===== src/design/polygon_hatch_scale_unit_assert.svh =====
// assertion macros for the polygon hatch scale unit
// included by polygon_hatch_scale_unit.sv, expects clk and rst_n in scope
`ifndef POLYGON_HATCH_SCALE_UNIT_ASSERT_SVH
`define POLYGON_HATCH_SCALE_UNIT_ASSERT_SVH

// condition holds at every clock edge out of reset
`define PHS_ASSERT_ALWAYS(label, cond, msg) \
    label: assert property (@(posedge clk) disable iff (!rst_n) (cond)) \
        else $error(msg);

// consequent holds in the same cycle as the antecedent
`define PHS_ASSERT_IMPL(label, ante, cons, msg) \
    label: assert property (@(posedge clk) disable iff (!rst_n) (ante) |-> (cons)) \
        else $error(msg);

// consequent holds in the cycle after the antecedent
`define PHS_ASSERT_NEXT(label, ante, cons, msg) \
    label: assert property (@(posedge clk) disable iff (!rst_n) (ante) |=> (cons)) \
        else $error(msg);

`endif


===== src/design/phs_pkg.sv =====
// shared widths, constants, status codes and sequencer states of the hatch scale unit
// no dependencies; used by phs_if.sv and polygon_hatch_scale_unit.sv
package phs_pkg;

    localparam int SCALE_W   = 32;
    localparam int AREA_W    = 62;
    localparam int PERIM_W   = 40;
    localparam int LEN_W     = 26;
    localparam int TOTAL_W   = 11;
    localparam int STATUS_W  = 2;
    localparam int MAG_W     = 64;
    localparam int K_W       = 21;
    localparam int DEN_W     = 2 * PERIM_W + K_W;
    localparam int DIV_BITS  = 32;
    localparam int NUM_SHIFT = 23;
    localparam int STEP_W    = 6;

    localparam logic [LEN_W-1:0]   LEN_MAX   = '1;
    localparam logic [PERIM_W-1:0] PERIM_MAX = '1;
    // 10 * pi / phi in Q5.16
    localparam logic [K_W-1:0]     K_Q16     = 21'd1272454;
    localparam logic [SCALE_W-1:0] ONE_Q16   = 32'h0001_0000;

    typedef enum logic [STATUS_W-1:0] {
        STATUS_OK    = 2'd0,
        STATUS_DEGEN = 2'd1,
        STATUS_OVF   = 2'd2
    } status_t;

    typedef enum logic [3:0] {
        ST_IDLE,
        ST_CLOSE,
        ST_LOAD,
        ST_MUL,
        ST_AREA_A,
        ST_AREA_B,
        ST_SQRT,
        ST_LEN,
        ST_FINAL,
        ST_FM1,
        ST_FM2,
        ST_FM3,
        ST_FM4,
        ST_DIV_CHK,
        ST_DIV,
        ST_DONE
    } state_t;

endpackage


===== src/design/phs_if.sv =====
// vertex and result channel interfaces of the hatch scale unit
// depends on phs_pkg for the result field widths
interface phs_vertex_if #(parameter int COORD_BITS = 24) ();

    logic                         valid;
    logic                         ready;
    logic signed [COORD_BITS-1:0] x_coord;
    logic signed [COORD_BITS-1:0] y_coord;
    logic signed [COORD_BITS-1:0] z_coord;
    logic                         last_vertex;

    modport source (output valid, output x_coord, output y_coord, output z_coord,
                    output last_vertex, input ready);
    modport sink   (input valid, input x_coord, input y_coord, input z_coord,
                    input last_vertex, output ready);

endinterface

interface phs_result_if ();

    logic                           valid;
    logic                           ready;
    logic [phs_pkg::SCALE_W-1:0]    hatch_scale;
    logic [phs_pkg::AREA_W-1:0]     polygon_area;
    logic [phs_pkg::PERIM_W-1:0]    perimeter;
    logic [phs_pkg::LEN_W-1:0]      longest_edge;
    logic [phs_pkg::TOTAL_W-1:0]    vertex_total;
    logic [phs_pkg::STATUS_W-1:0]   status;

    modport source (output valid, output hatch_scale, output polygon_area, output perimeter,
                    output longest_edge, output vertex_total, output status, input ready);
    modport sink   (input valid, input hatch_scale, input polygon_area, input perimeter,
                    input longest_edge, input vertex_total, input status, output ready);

endinterface


===== src/design/polygon_hatch_scale_unit.sv =====
// polygon hatch scale unit: shoelace area, 3d perimeter, longest edge and hatch scale
// depends on phs_pkg, phs_if.sv and polygon_hatch_scale_unit_assert.svh
//
//  channel  | role   | payload                                         | transfer
//  ---------+--------+-------------------------------------------------+-------------------
//  vertex   | sink   | x_coord, y_coord, z_coord, last_vertex           | valid & ready
//  result   | source | hatch_scale, polygon_area, perimeter,            | valid & ready
//           |        | longest_edge, vertex_total, status               |
//
//  five shift-add multipliers retire one multiplier bit per cycle for each vertex,
//  then the square root yields one root bit per cycle; no new vertex is taken meanwhile
//  the last vertex adds the closing edge, then, unless the polygon is degenerate, the bit-serial
//  numerator and denominator products and the 32-step divider run
//  reset clears the sequencer, the accumulators and the result valid flag
//  a new vertex is taken while a result waits; a finished polygon holds until the slot frees
`include "polygon_hatch_scale_unit_assert.svh"

module polygon_hatch_scale_unit #(
    parameter int MAX_VERTICES = 1024,
    parameter int COORD_BITS   = 24
) (
    input  logic         clk,
    input  logic         rst_n,
    phs_vertex_if.sink   vertex,
    phs_result_if.source result
);

    localparam int C    = COORD_BITS;
    localparam int CW   = $clog2(MAX_VERTICES + 1);
    localparam int PW2  = 2 * C;
    localparam int SQW  = 2 * C + 2;
    localparam int RW   = (SQW > 64) ? 64 : SQW;
    localparam int RH   = RW / 2;
    localparam int REMW = RH + 2;
    localparam int NL   = 5;
    localparam int SW   = phs_pkg::STEP_W;
    localparam int LW   = phs_pkg::LEN_W;
    localparam int PMW  = phs_pkg::PERIM_W;
    localparam int MW   = phs_pkg::MAG_W;
    localparam int TW   = phs_pkg::TOTAL_W;
    localparam int AW   = phs_pkg::AREA_W;
    localparam int QW   = phs_pkg::DIV_BITS;
    localparam int NSH  = phs_pkg::NUM_SHIFT;
    localparam int DROP = QW - NSH;
    localparam int NUMW = MW + LW + CW;
    localparam int FW   = (NUMW > phs_pkg::DEN_W) ? NUMW : phs_pkg::DEN_W;
    localparam int DIVW = FW + 1;
    localparam int TSW  = MW + 2;

    localparam logic [MW-1:0] INT64_MAX = {1'b0, {(MW-1){1'b1}}};
    localparam logic [MW-1:0] INT64_MIN = {1'b1, {(MW-1){1'b0}}};

    // control state
    phs_pkg::state_t  state_reg, state_next;
    logic [CW-1:0]    count_reg, count_next;
    logic             ovf_reg, ovf_next;
    logic             close_pend_reg, close_pend_next;
    logic             closed_reg, closed_next;
    logic             res_valid_reg, res_valid_next;
    logic [SW-1:0]    step_reg, step_next;
    logic [MW-1:0]    tsum_reg, tsum_next;
    logic [PMW-1:0]   lsum_reg, lsum_next;
    logic [LW-1:0]    maxlen_reg, maxlen_next;

    // vertex and edge endpoints
    logic [C-1:0] first_x_reg, first_y_reg, first_z_reg;
    logic [C-1:0] first_x_next, first_y_next, first_z_next;
    logic [C-1:0] prev_x_reg, prev_y_reg, prev_z_reg;
    logic [C-1:0] prev_x_next, prev_y_next, prev_z_next;
    logic [C-1:0] ax_reg, ay_reg, az_reg, bx_reg, by_reg, bz_reg;
    logic [C-1:0] ax_next, ay_next, az_next, bx_next, by_next, bz_next;

    // shift-add multiplier lanes: three squared deltas and two cross products
    logic [PW2-1:0] lane_p_reg [NL];
    logic [PW2-1:0] lane_p_next [NL];
    logic [C-1:0]   lane_mc_reg [NL];
    logic [C-1:0]   lane_mc_next [NL];
    logic [C:0]     lane_sum [NL];
    logic           p1neg_reg, p1neg_next, p2neg_reg, p2neg_next;

    // square root
    logic [RW-1:0]   rad_reg, rad_next;
    logic [REMW-1:0] rem_reg, rem_next;
    logic [RH-1:0]   root_reg, root_next;

    // final products and divider
    logic [FW-1:0]   fin_p_reg, fin_p_next, fin_mc_reg, fin_mc_next;
    logic [PMW-1:0]  fin_mp_reg, fin_mp_next;
    logic [FW-1:0]   den_reg, den_next;
    logic [DIVW-1:0] div_rem_reg, div_rem_next;
    logic [QW-1:0]   div_lo_reg, div_lo_next;
    logic [QW-1:0]   quo_reg, quo_next;

    // result slot
    logic [phs_pkg::SCALE_W-1:0] res_scale_reg, res_scale_next;
    logic [AW-1:0]               res_area_reg, res_area_next;
    logic [PMW-1:0]              res_perim_reg, res_perim_next;
    logic [LW-1:0]               res_longest_reg, res_longest_next;
    logic [TW-1:0]               res_total_reg, res_total_next;
    phs_pkg::status_t            res_status_reg, res_status_next;

    // datapath terms
    logic            in_fire;
    logic [C:0]      dx, dy, dz, dx_mag, dy_mag, dz_mag;
    logic [C:0]      ax_mag, ay_mag, bx_mag, by_mag;
    logic [PW2-1:0]  area_p;
    logic            area_neg;
    logic [TSW-1:0]  area_ext, area_add, area_sum;
    logic [MW-1:0]   area_sat;
    logic [SQW-1:0]  sumsq;
    logic [RW-1:0]   rad_init;
    logic [REMW+1:0] rem_sh, trial, sq_diff;
    logic            sq_ge;
    logic [31:0]     root32;
    logic [LW-1:0]   edge_len;
    logic [PMW:0]    lsum_add;
    logic [PMW-1:0]  lsum_sat;
    logic [FW-1:0]   fin_sum;
    logic [DIVW-1:0] den_ext, div_sh, div_diff;
    logic            div_ge;
    logic [MW-1:0]   t_abs, mag;
    logic [AW-1:0]   area_out;
    logic            degen;
    phs_pkg::status_t status_now;

    function automatic logic [C:0] mag_of(input logic [C:0] v);
        mag_of = v[C] ? (~v + 1'b1) : v;
    endfunction

    assign in_fire      = vertex.valid && vertex.ready;
    assign vertex.ready = (state_reg == phs_pkg::ST_IDLE);

    assign result.valid        = res_valid_reg;
    assign result.hatch_scale  = res_scale_reg;
    assign result.polygon_area = res_area_reg;
    assign result.perimeter    = res_perim_reg;
    assign result.longest_edge = res_longest_reg;
    assign result.vertex_total = res_total_reg;
    assign result.status       = res_status_reg;

    // edge deltas and operand magnitudes
    assign dx     = {bx_reg[C-1], bx_reg} - {ax_reg[C-1], ax_reg};
    assign dy     = {by_reg[C-1], by_reg} - {ay_reg[C-1], ay_reg};
    assign dz     = {bz_reg[C-1], bz_reg} - {az_reg[C-1], az_reg};
    assign dx_mag = mag_of(dx);
    assign dy_mag = mag_of(dy);
    assign dz_mag = mag_of(dz);
    assign ax_mag = mag_of({ax_reg[C-1], ax_reg});
    assign ay_mag = mag_of({ay_reg[C-1], ay_reg});
    assign bx_mag = mag_of({bx_reg[C-1], bx_reg});
    assign by_mag = mag_of({by_reg[C-1], by_reg});

    // saturating twice-area accumulate, x0*y1 first, then minus x1*y0
    assign area_p   = (state_reg == phs_pkg::ST_AREA_A) ? lane_p_reg[3] : lane_p_reg[4];
    assign area_neg = (state_reg == phs_pkg::ST_AREA_A) ? p1neg_reg : !p2neg_reg;
    assign area_ext = TSW'(area_p);
    assign area_add = area_neg ? (~area_ext + 1'b1) : area_ext;
    assign area_sum = {{2{tsum_reg[MW-1]}}, tsum_reg} + area_add;

    always_comb
    begin
        priority if (area_sum[TSW-1:MW-1] == 3'b000 || area_sum[TSW-1:MW-1] == 3'b111)
            area_sat = area_sum[MW-1:0];
        else if (!area_sum[TSW-1])
            area_sat = INT64_MAX;
        else
            area_sat = INT64_MIN;
    end

    // sum of squares, clamped to 64 bits
    assign sumsq    = SQW'(lane_p_reg[0]) + SQW'(lane_p_reg[1]) + SQW'(lane_p_reg[2]);
    assign rad_init = (sumsq > SQW'({MW{1'b1}})) ? {RW{1'b1}} : RW'(sumsq);

    // one root bit per cycle
    assign rem_sh  = {rem_reg, rad_reg[RW-1:RW-2]};
    assign trial   = {2'b00, root_reg, 2'b01};
    assign sq_ge   = (rem_sh >= trial);
    assign sq_diff = rem_sh - trial;

    assign root32   = 32'(root_reg);
    assign edge_len = (root32 > 32'(phs_pkg::LEN_MAX)) ? phs_pkg::LEN_MAX : root32[LW-1:0];
    assign lsum_add = {1'b0, lsum_reg} + (PMW + 1)'(edge_len);
    assign lsum_sat = (lsum_add > (PMW + 1)'(phs_pkg::PERIM_MAX)) ? phs_pkg::PERIM_MAX
                                                                  : lsum_add[PMW-1:0];

    // final shift-add product, one multiplier bit per cycle
    assign fin_sum = fin_p_reg + (fin_mp_reg[0] ? fin_mc_reg : '0);

    // restoring divider, quotient msb first
    assign den_ext  = DIVW'(den_reg);
    assign div_sh   = {div_rem_reg[DIVW-2:0], div_lo_reg[QW-1]};
    assign div_ge   = (div_sh >= den_ext);
    assign div_diff = div_sh - den_ext;

    // closing results
    assign t_abs    = tsum_reg[MW-1] ? (~tsum_reg + 1'b1) : tsum_reg;
    assign mag      = (count_reg < CW'(3)) ? '0 : t_abs;
    assign area_out = mag[MW-1] ? {AW{1'b1}} : mag[AW:1];
    assign degen    = (count_reg < CW'(2)) || (lsum_reg == '0);

    always_comb
    begin
        priority if (ovf_reg)
            status_now = phs_pkg::STATUS_OVF;
        else if (degen)
            status_now = phs_pkg::STATUS_DEGEN;
        else
            status_now = phs_pkg::STATUS_OK;
    end

    always_comb
    begin
        state_next       = state_reg;
        count_next       = count_reg;
        ovf_next         = ovf_reg;
        close_pend_next  = close_pend_reg;
        closed_next      = closed_reg;
        res_valid_next   = res_valid_reg;
        step_next        = step_reg;
        tsum_next        = tsum_reg;
        lsum_next        = lsum_reg;
        maxlen_next      = maxlen_reg;
        first_x_next     = first_x_reg;
        first_y_next     = first_y_reg;
        first_z_next     = first_z_reg;
        prev_x_next      = prev_x_reg;
        prev_y_next      = prev_y_reg;
        prev_z_next      = prev_z_reg;
        ax_next          = ax_reg;
        ay_next          = ay_reg;
        az_next          = az_reg;
        bx_next          = bx_reg;
        by_next          = by_reg;
        bz_next          = bz_reg;
        lane_p_next      = lane_p_reg;
        lane_mc_next     = lane_mc_reg;
        p1neg_next       = p1neg_reg;
        p2neg_next       = p2neg_reg;
        rad_next         = rad_reg;
        rem_next         = rem_reg;
        root_next        = root_reg;
        fin_p_next       = fin_p_reg;
        fin_mc_next      = fin_mc_reg;
        fin_mp_next      = fin_mp_reg;
        den_next         = den_reg;
        div_rem_next     = div_rem_reg;
        div_lo_next      = div_lo_reg;
        quo_next         = quo_reg;
        res_scale_next   = res_scale_reg;
        res_area_next    = res_area_reg;
        res_perim_next   = res_perim_reg;
        res_longest_next = res_longest_reg;
        res_total_next   = res_total_reg;
        res_status_next  = res_status_reg;

        if (result.ready)
            res_valid_next = 1'b0;

        for (int l = 0; l < NL; l++)
        begin
            lane_sum[l] = {1'b0, lane_p_reg[l][PW2-1:C]}
                        + (lane_p_reg[l][0] ? {1'b0, lane_mc_reg[l]} : '0);
        end

        unique case (state_reg)
            phs_pkg::ST_IDLE:
            begin
                if (in_fire)
                begin
                    prev_x_next     = vertex.x_coord;
                    prev_y_next     = vertex.y_coord;
                    prev_z_next     = vertex.z_coord;
                    ax_next         = prev_x_reg;
                    ay_next         = prev_y_reg;
                    az_next         = prev_z_reg;
                    bx_next         = vertex.x_coord;
                    by_next         = vertex.y_coord;
                    bz_next         = vertex.z_coord;
                    close_pend_next = vertex.last_vertex;
                    if (count_reg < CW'(MAX_VERTICES))
                        count_next = count_reg + 1'b1;
                    else
                        ovf_next = 1'b1;
                    if (count_reg == '0)
                    begin
                        // first vertex opens the polygon, no edge yet
                        first_x_next = vertex.x_coord;
                        first_y_next = vertex.y_coord;
                        first_z_next = vertex.z_coord;
                        state_next   = vertex.last_vertex ? phs_pkg::ST_CLOSE
                                                          : phs_pkg::ST_IDLE;
                    end
                    else
                        state_next = phs_pkg::ST_LOAD;
                end
            end

            phs_pkg::ST_CLOSE:
            begin
                ax_next         = prev_x_reg;
                ay_next         = prev_y_reg;
                az_next         = prev_z_reg;
                bx_next         = first_x_reg;
                by_next         = first_y_reg;
                bz_next         = first_z_reg;
                close_pend_next = 1'b0;
                closed_next     = 1'b1;
                state_next      = phs_pkg::ST_LOAD;
            end

            phs_pkg::ST_LOAD:
            begin
                lane_mc_next[0] = dx_mag[C-1:0];
                lane_p_next[0]  = PW2'(dx_mag[C-1:0]);
                lane_mc_next[1] = dy_mag[C-1:0];
                lane_p_next[1]  = PW2'(dy_mag[C-1:0]);
                lane_mc_next[2] = dz_mag[C-1:0];
                lane_p_next[2]  = PW2'(dz_mag[C-1:0]);
                lane_mc_next[3] = ax_mag[C-1:0];
                lane_p_next[3]  = PW2'(by_mag[C-1:0]);
                lane_mc_next[4] = bx_mag[C-1:0];
                lane_p_next[4]  = PW2'(ay_mag[C-1:0]);
                p1neg_next      = ax_reg[C-1] ^ by_reg[C-1];
                p2neg_next      = bx_reg[C-1] ^ ay_reg[C-1];
                step_next       = SW'(C - 1);
                state_next      = phs_pkg::ST_MUL;
            end

            phs_pkg::ST_MUL:
            begin
                for (int l = 0; l < NL; l++)
                    lane_p_next[l] = {lane_sum[l], lane_p_reg[l][C-1:1]};
                step_next = step_reg - 1'b1;
                if (step_reg == '0)
                    state_next = phs_pkg::ST_AREA_A;
            end

            phs_pkg::ST_AREA_A:
            begin
                tsum_next  = area_sat;
                rad_next   = rad_init;
                rem_next   = '0;
                root_next  = '0;
                step_next  = SW'(RH - 1);
                state_next = phs_pkg::ST_AREA_B;
            end

            phs_pkg::ST_AREA_B:
            begin
                tsum_next  = area_sat;
                state_next = phs_pkg::ST_SQRT;
            end

            phs_pkg::ST_SQRT:
            begin
                rad_next  = {rad_reg[RW-3:0], 2'b00};
                rem_next  = sq_ge ? sq_diff[REMW-1:0] : rem_sh[REMW-1:0];
                root_next = {root_reg[RH-2:0], sq_ge};
                step_next = step_reg - 1'b1;
                if (step_reg == '0)
                    state_next = phs_pkg::ST_LEN;
            end

            phs_pkg::ST_LEN:
            begin
                lsum_next = lsum_sat;
                if (edge_len > maxlen_reg)
                    maxlen_next = edge_len;
                priority if (close_pend_reg)
                    state_next = phs_pkg::ST_CLOSE;
                else if (closed_reg)
                    state_next = phs_pkg::ST_FINAL;
                else
                    state_next = phs_pkg::ST_IDLE;
            end

            phs_pkg::ST_FINAL:
            begin
                if (degen)
                begin
                    quo_next   = phs_pkg::ONE_Q16;
                    state_next = phs_pkg::ST_DONE;
                end
                else
                begin
                    // |T| * longest edge
                    fin_p_next  = '0;
                    fin_mc_next = FW'(mag);
                    fin_mp_next = PMW'(maxlen_reg);
                    step_next   = SW'(LW - 1);
                    state_next  = phs_pkg::ST_FM1;
                end
            end

            phs_pkg::ST_FM1:
            begin
                fin_p_next  = fin_sum;
                fin_mc_next = {fin_mc_reg[FW-2:0], 1'b0};
                fin_mp_next = {1'b0, fin_mp_reg[PMW-1:1]};
                step_next   = step_reg - 1'b1;
                if (step_reg == '0)
                begin
                    // times vertex count
                    fin_p_next  = '0;
                    fin_mc_next = fin_sum;
                    fin_mp_next = PMW'(count_reg);
                    step_next   = SW'(CW - 1);
                    state_next  = phs_pkg::ST_FM2;
                end
            end

            phs_pkg::ST_FM2:
            begin
                fin_p_next  = fin_sum;
                fin_mc_next = {fin_mc_reg[FW-2:0], 1'b0};
                fin_mp_next = {1'b0, fin_mp_reg[PMW-1:1]};
                step_next   = step_reg - 1'b1;
                if (step_reg == '0)
                begin
                    // numerator scaled by 2^23 splits into divider high part and low bits
                    div_rem_next = DIVW'(fin_sum >> DROP);
                    div_lo_next  = {fin_sum[DROP-1:0], {NSH{1'b0}}};
                    fin_p_next   = '0;
                    fin_mc_next  = FW'(lsum_reg);
                    fin_mp_next  = lsum_reg;
                    step_next    = SW'(PMW - 1);
                    state_next   = phs_pkg::ST_FM3;
                end
            end

            phs_pkg::ST_FM3:
            begin
                fin_p_next  = fin_sum;
                fin_mc_next = {fin_mc_reg[FW-2:0], 1'b0};
                fin_mp_next = {1'b0, fin_mp_reg[PMW-1:1]};
                step_next   = step_reg - 1'b1;
                if (step_reg == '0)
                begin
                    fin_p_next  = '0;
                    fin_mc_next = fin_sum;
                    fin_mp_next = PMW'(phs_pkg::K_Q16);
                    step_next   = SW'(phs_pkg::K_W - 1);
                    state_next  = phs_pkg::ST_FM4;
                end
            end

            phs_pkg::ST_FM4:
            begin
                fin_p_next  = fin_sum;
                fin_mc_next = {fin_mc_reg[FW-2:0], 1'b0};
                fin_mp_next = {1'b0, fin_mp_reg[PMW-1:1]};
                step_next   = step_reg - 1'b1;
                if (step_reg == '0)
                begin
                    den_next   = fin_sum;
                    state_next = phs_pkg::ST_DIV_CHK;
                end
            end

            phs_pkg::ST_DIV_CHK:
            begin
                // quotient of 2^32 or more saturates
                if (div_rem_reg >= den_ext)
                begin
                    quo_next   = '1;
                    state_next = phs_pkg::ST_DONE;
                end
                else
                begin
                    quo_next   = '0;
                    step_next  = SW'(QW - 1);
                    state_next = phs_pkg::ST_DIV;
                end
            end

            phs_pkg::ST_DIV:
            begin
                div_rem_next = div_ge ? div_diff : div_sh;
                div_lo_next  = {div_lo_reg[QW-2:0], 1'b0};
                quo_next     = {quo_reg[QW-2:0], div_ge};
                step_next    = step_reg - 1'b1;
                if (step_reg == '0)
                    state_next = phs_pkg::ST_DONE;
            end

            phs_pkg::ST_DONE:
            begin
                if (!res_valid_reg || result.ready)
                begin
                    res_valid_next   = 1'b1;
                    res_scale_next   = quo_reg;
                    res_area_next    = area_out;
                    res_perim_next   = lsum_reg;
                    res_longest_next = maxlen_reg;
                    res_total_next   = TW'(count_reg);
                    res_status_next  = status_now;
                    count_next       = '0;
                    ovf_next         = 1'b0;
                    closed_next      = 1'b0;
                    tsum_next        = '0;
                    lsum_next        = '0;
                    maxlen_next      = '0;
                    state_next       = phs_pkg::ST_IDLE;
                end
            end
        endcase
    end

    always_ff @(posedge clk or negedge rst_n)
    begin
        if (!rst_n)
        begin
            state_reg      <= phs_pkg::ST_IDLE;
            count_reg      <= '0;
            ovf_reg        <= 1'b0;
            close_pend_reg <= 1'b0;
            closed_reg     <= 1'b0;
            res_valid_reg  <= 1'b0;
            step_reg       <= '0;
            tsum_reg       <= '0;
            lsum_reg       <= '0;
            maxlen_reg     <= '0;
        end
        else
        begin
            state_reg      <= state_next;
            count_reg      <= count_next;
            ovf_reg        <= ovf_next;
            close_pend_reg <= close_pend_next;
            closed_reg     <= closed_next;
            res_valid_reg  <= res_valid_next;
            step_reg       <= step_next;
            tsum_reg       <= tsum_next;
            lsum_reg       <= lsum_next;
            maxlen_reg     <= maxlen_next;
        end
    end

    always_ff @(posedge clk)
    begin
        first_x_reg     <= first_x_next;
        first_y_reg     <= first_y_next;
        first_z_reg     <= first_z_next;
        prev_x_reg      <= prev_x_next;
        prev_y_reg      <= prev_y_next;
        prev_z_reg      <= prev_z_next;
        ax_reg          <= ax_next;
        ay_reg          <= ay_next;
        az_reg          <= az_next;
        bx_reg          <= bx_next;
        by_reg          <= by_next;
        bz_reg          <= bz_next;
        lane_p_reg      <= lane_p_next;
        lane_mc_reg     <= lane_mc_next;
        p1neg_reg       <= p1neg_next;
        p2neg_reg       <= p2neg_next;
        rad_reg         <= rad_next;
        rem_reg         <= rem_next;
        root_reg        <= root_next;
        fin_p_reg       <= fin_p_next;
        fin_mc_reg      <= fin_mc_next;
        fin_mp_reg      <= fin_mp_next;
        den_reg         <= den_next;
        div_rem_reg     <= div_rem_next;
        div_lo_reg      <= div_lo_next;
        quo_reg         <= quo_next;
        res_scale_reg   <= res_scale_next;
        res_area_reg    <= res_area_next;
        res_perim_reg   <= res_perim_next;
        res_longest_reg <= res_longest_next;
        res_total_reg   <= res_total_next;
        res_status_reg  <= res_status_next;
    end

    `PHS_ASSERT_ALWAYS(a_count_bound, count_reg <= CW'(MAX_VERTICES),
        "vertex count past bound")
    `PHS_ASSERT_IMPL(a_div_rem_bound, state_reg == phs_pkg::ST_DIV,
        div_rem_reg < den_ext, "divider remainder not below denominator")
    `PHS_ASSERT_NEXT(a_done_clears,
        state_reg == phs_pkg::ST_DONE && (!res_valid_reg || result.ready),
        count_reg == '0 && res_valid_reg && state_reg == phs_pkg::ST_IDLE,
        "result load did not clear polygon state")
    `PHS_ASSERT_IMPL(a_degen_scale,
        result.valid && result.status == phs_pkg::STATUS_DEGEN,
        result.hatch_scale == phs_pkg::ONE_Q16, "degenerate result without unit scale")

endmodule

===== src/flat_wrapper.sv =====
// flat-port wrapper written by rule: the top's interface ports become plain ports
module polygon_hatch_scale_unit_flat 
#(
    parameter int MAX_VERTICES = 1024,
    parameter int COORD_BITS   = 24
)
  (clk, rst_n, vertex_valid, vertex_x_coord, vertex_y_coord, vertex_z_coord, vertex_last_vertex, vertex_ready, result_valid, result_hatch_scale, result_polygon_area, result_perimeter, result_longest_edge, result_vertex_total, result_status, result_ready);
  phs_vertex_if #(.COORD_BITS(COORD_BITS)) vertex_i ();
  phs_result_if result_i ();
  input  logic clk;
  input  logic rst_n;
  input wire logic [$bits(vertex_i.valid)-1:0] vertex_valid;
  input wire logic [$bits(vertex_i.x_coord)-1:0] vertex_x_coord;
  input wire logic [$bits(vertex_i.y_coord)-1:0] vertex_y_coord;
  input wire logic [$bits(vertex_i.z_coord)-1:0] vertex_z_coord;
  input wire logic [$bits(vertex_i.last_vertex)-1:0] vertex_last_vertex;
  output wire logic [$bits(vertex_i.ready)-1:0] vertex_ready;
  output wire logic [$bits(result_i.valid)-1:0] result_valid;
  output wire logic [$bits(result_i.hatch_scale)-1:0] result_hatch_scale;
  output wire logic [$bits(result_i.polygon_area)-1:0] result_polygon_area;
  output wire logic [$bits(result_i.perimeter)-1:0] result_perimeter;
  output wire logic [$bits(result_i.longest_edge)-1:0] result_longest_edge;
  output wire logic [$bits(result_i.vertex_total)-1:0] result_vertex_total;
  output wire logic [$bits(result_i.status)-1:0] result_status;
  input wire logic [$bits(result_i.ready)-1:0] result_ready;
  assign vertex_i.valid = vertex_valid;
  assign vertex_i.x_coord = vertex_x_coord;
  assign vertex_i.y_coord = vertex_y_coord;
  assign vertex_i.z_coord = vertex_z_coord;
  assign vertex_i.last_vertex = vertex_last_vertex;
  assign vertex_ready = vertex_i.ready;
  assign result_valid = result_i.valid;
  assign result_hatch_scale = result_i.hatch_scale;
  assign result_polygon_area = result_i.polygon_area;
  assign result_perimeter = result_i.perimeter;
  assign result_longest_edge = result_i.longest_edge;
  assign result_vertex_total = result_i.vertex_total;
  assign result_status = result_i.status;
  assign result_i.ready = result_ready;
  polygon_hatch_scale_unit #(.MAX_VERTICES(MAX_VERTICES), .COORD_BITS(COORD_BITS)) u_core (.clk(clk), .rst_n(rst_n), .vertex(vertex_i), .result(result_i));
endmodule

===== config.mk =====
export PLATFORM = sky130hd
export DESIGN_NAME = polygon_hatch_scale_unit_flat
export DESIGN_NICKNAME = d
export VERILOG_FILES = /design/src/design/phs_pkg.sv /design/src/design/phs_if.sv /design/src/design/polygon_hatch_scale_unit.sv /design/src/flat_wrapper.sv
export VERILOG_INCLUDE_DIRS = /design/src /design/src/design
export SDC_FILE = /design/constraint.sdc
export NUM_CORES = 2
export LEC_CHECK = 0
export BUFFER_PORTS_ARGS = -buffer_cell sky130_fd_sc_hd__buf_2
export CORE_MARGIN = 4
export CORE_UTILIZATION = 55
export CTS_BUF_LIST = sky130_fd_sc_hd__clkbuf_2
export CTS_CLUSTER_DIAMETER = 40
export CTS_CLUSTER_SIZE = 16
export DETAILED_ROUTE_END_ITERATION = 8
export MAX_ROUTING_LAYER = met4
export PLACE_DENSITY = 0.73
export SLEW_MARGIN = 20
export SYNTH_ARGS = -nofsm -noshare
export SYNTH_HDL_FRONTEND = slang
export SYNTH_SLANG_ARGS = --single-unit

===== constraint.sdc =====
create_clock -name clk -period 15.7 [get_ports clk]
set_input_delay 3.925 -clock clk [delete_from_list [all_inputs] [get_ports clk]]
set_output_delay 3.925 -clock clk [all_outputs]
set_load 0.05 [all_outputs]

==> tab_implementation.tex <==
\begin{tabular}{lr}
\hline
Metric & Value \\
\hline
\multicolumn{2}{l}{\textbf{Status}} \\
\quad Outcome & finished with violations \\
\quad Failing checks & design-rule violations \\
\multicolumn{2}{l}{\textbf{Yosys}} \\
\quad Fraction of the mapped netlist area in adder cells & 9.480\% \\
\quad Proportion of synthesized flip-flops having asynchronous set or reset & 9.847\% \\
\quad Area fraction in compound gates after synthesis & 17.93\% \\
\quad XOR/XNOR share of the synthesized area & 6.708\% \\
\quad Post-synthesis cell type count & 100 \\
\quad Number of enable-type register cells in the synthesized netlist & 1410 \\
\quad Synth Area in Simple Gates & 15.41\% \\
\quad Sequential fraction of the synthesis area & 45.67\% \\
\quad Synthesized netlist cell count & 10313 \\
\quad Fraction of synthesized area in multiplexers & 1.422\% \\
\quad Yosys synthesis warning count & 0 \\
\quad Average cell area after synthesis & 9.808 um\^{}2 \\
\quad Post-synthesis sequential element count & 1564 \\
\quad Netlist area before placement & 101200 um\^{}2 \\
\quad Post-synthesis net count & 11148 \\
\quad Combinational family with the most area after synthesis & compound AO/OA/AOI/OAI gates \\
\quad Dominant synthesized flop cell & edfxtp\_1 \\
\multicolumn{2}{l}{\textbf{Setup path}} \\
\quad Peak fanout along the critical path & 59 \\
\quad Element type at the critical path start & flop \\
\quad Register-to-Register Path Depth & 26 \\
\quad Data required time at the worst endpoint & 17.48 ns \\
\quad Arrival time at the worst endpoint & 10.82 ns \\
\quad Longest individual stage delay on the worst path & 0.83 ns \\
\quad Capturing element type of the critical path & flop \\
\quad Worst path slowest cell & nor4\_1 \\
\quad Dominant cell type by count on the critical path & a21oi\_1 \\
\quad WS Path Type & flop to flop \\
\multicolumn{2}{l}{\textbf{Routing}} \\
\quad Vias after detailed routing & 81073 \\
\quad Iteration count of the initial detailed-routing pass & 9 \\
\quad Antenna-violating nets left & 0 \\
\quad DR iter-0 viols & 7412 \\
\quad Post-detailed-route DRC marker count & 3 \\
\quad Final WL & 298800 um \\
\quad Via density per instance & 6.153 \\
\quad Routed length per placed instance & 22.67 um \\
\multicolumn{2}{l}{\textbf{Timing}} \\
\quad Tightest slew margin relative to the limit & 14.12\% \\
\quad Hold slack final & 0.3813 ns \\
\quad Final critical-path share of the clock period & 57.58\% \\
\quad Final hold violation count & 0 \\
\quad Worst-case clock skew & 0.1589 ns \\
\quad RSZ-0062 raised after global routing & no \\
\quad Tightest Pin Transition & 1.288 ns \\
\quad FMAX & 110.6 MHz \\
\quad Setup TNS & 0 ns \\
\quad Clock period minus final worst setup slack & 9.040 ns \\
\quad Number of pins with negative max-slew slack in the final report & 0 \\
\quad Setup-violating endpoint count in the final report & 0 \\
\multicolumn{2}{l}{\textbf{Clock tree}} \\
\quad Number of CTS-inserted buffers & 237 \\
\quad Root cell of the clock tree & clkbuf\_2 \\
\quad Cts hold-fix bufs & 0 \\
\quad Clock transition at the register clock pins on the worst setup and hold paths after CTS & 0.19 ns \\
\quad Total setup buffers inserted after CTS & 0 \\
\quad CTS sink count & 1564 \\
\quad Gates resized, CTS repair & 0 \\
\quad Worst skew pair latency & 1.98 ns \\
\quad Number of H-tree branching levels & 4 \\
\quad Clock tree from TritonCTS & done \\
\quad Maximum count of clock buffers along a single path & 3 \\
\multicolumn{2}{l}{\textbf{Floorplanning}} \\
\quad Cell row count & 157 \\
\quad Die Outline Area & 190800 um\^{}2 \\
\quad Initial cell density of the core & 55.31\% \\
\quad Core box area & 182900 um\^{}2 \\
\quad Floorplan die height & 436.9 um \\
\quad Die Span X & 436.9 um \\
\quad Top Ports & 252 \\
\multicolumn{2}{l}{\textbf{Final layout}} \\
\quad Layout Utilization & 59.33\% \\
\quad Area overhead of the layout relative to synthesis & 7.272\% \\
\quad Flip-flop count of the largest register after layout & 240 \\
\quad Share of layout cells above drive strength 1 & 9.105\% \\
\quad Total Nets Final & 11320 \\
\quad Highest-count cells in the layout ignoring fill and taps & edfxtp\_1 (1410), nand2\_1 (1064), nor2\_1 (850) \\
\quad Most common cell after layout, fill and taps aside & edfxtp\_1 \\
\multicolumn{2}{l}{\textbf{Placement}} \\
\quad Count of input and output buffers & 250 \\
\quad Final GP Congestion & 0.9931 \\
\quad Post-detail-place hpwl & 224300 um \\
\multicolumn{2}{l}{\textbf{GRT}} \\
\quad Total Routing Usage GR & 31.28\% \\
\quad First-pass GRT wire length & 456200 um \\
\quad Total gr overflow & 0 \\
\quad Pin count of the biggest net entering global routing & 185 \\
\quad Number of global-route vias before repair & 77850 \\
\quad Initial antenna violation count & 8 \\
\multicolumn{2}{l}{\textbf{Pwr}} \\
\quad Leakage & 44.10 nW \\
\quad Power density of the placed cells & 241.1 nW/um\^{}2 \\
\quad Maximum resistive drop on vdd & 0.2522 mV \\
\multicolumn{2}{l}{\textbf{Job}} \\
\quad Number of max-cap violations & 0 \\
\multicolumn{2}{l}{\textbf{Min path}} \\
\quad Type of the tightest min-delay check & flop to flop \\
\quad Hold depth & 0 \\
\hline
\end{tabular}
==> layout make-up <==
class / instances / area, um^2
fillers: 15542 / 74380
multi-input cells: 7855 / 51860
flip-flops and latches: 1564 / 46200
well taps: 2464 / 3083
clock inverters: 200 / 2243
repair buffers: 351 / 2028
inverters: 476 / 1795
clock buffers: 252 / 1261
diodes: 15 / 37.54
==> worst max-delay path, delay by kind of cell (launching register included) <==
| family | cells | cell delay (ns) |
|---|---|---|
| muxes | 1 | 0.82 |
| and+or+nand+nor | 6 | 2.36 |
| buffers and inverters | 4 | 1.20 |
| AOI/OAI and AO/OA | 12 | 2.85 |
| xor gates and xnor gates | 2 | 0.53 |
| adders and majority gates | 1 | 0.32 |
| DFF | 1 | 0.76 |
==> kinds of logic after synthesis <==
kind of cell / Yosys count
compound gates: 2879
xor+xnor: 773
fa+ha+maj: 758
buf+inv: 894
flops: 1564
mux: 136
other cells: 1
simple gates: 3308
==> per-stage QoR <==
stage               setup slack (ns)  power, mW  area [um^2]  cells
finish                         6.660      26.16       108500  13177
global route                   5.831      27.97       108500  13174
CTS                            6.685      25.95       108500  13162
detailed placement             6.797      23.00       105000  12710
global placement               6.981      22.68       105000  12709
floorplan                      3.975      18.80       101200  10313
==> cells in the mapped netlist (all sizes together) (39+ instances only) <==
master  instances  area, um^2
ha            744        9309
o21a           78       585.6
nand2b        114       713.2
nor3          211        1067
a21o          365        2740
mux2           52       585.6
a22o           43       376.6
xor2          286        2520
a221o          39       390.4
or3            76       475.5
buf            42       216.5
o211ai         46       350.3
nand3         173       865.8
clkbuf        376        1413
edfxtp       1410       42340
nor4           55       344.1
a31oi          91       569.3
a21boi         43       322.8
mux2i          84       853.3
nand2        1069        4013
dfrtp         154        3854
a211oi         72       540.5
o21bai         96       720.7
a21oi         820        4119
inv           475        1783
nor2b         109       681.9
nor2          864        3251
nand4         139       869.6
xnor2         487        4265
o21ai         757        3796
and2          327        2046
and3           47       294.0
o31ai         119       898.4
==> routing by layer <==
metal | up-vias | GRT usage, % | wire length, um
met1 | 39026 | 40.08 | 123500
met3 | 708 | 4.641 | 20780
li1 | 38272 | - | -
met2 | 3067 | 48.97 | 138000
met4 | 0 | 15.10 | 16550
met5 | - | - | 0
==> path summary, 6_finish.rpt <==
kind / from / slack, ns / to
worst max-delay path: u_core.state_reg[0] / 6.66 / u_core.tsum_reg[5]
worst max register to register: u_core.state_reg[0] / 6.66 / u_core.tsum_reg[5]
max in group asynchronous: rst_n / 12.13 / u_core.tsum_reg[63]
worst min-delay path: u_core.prev_z_reg[15] / 0.38 / u_core.az_reg[15]
min in group asynchronous: rst_n / 1.99 / u_core.maxlen_reg[4]
worst min register to register: u_core.prev_z_reg[15] / 0.38 / u_core.az_reg[15]
==> power breakdown <==
part	switching, mW	total (mW)	internal, mW
sequential	1.01	7.78	6.77
clock	1.87	2.89	1.02
combinational	9.91	15.5	5.58
Power figures use the tool's default switching activity.
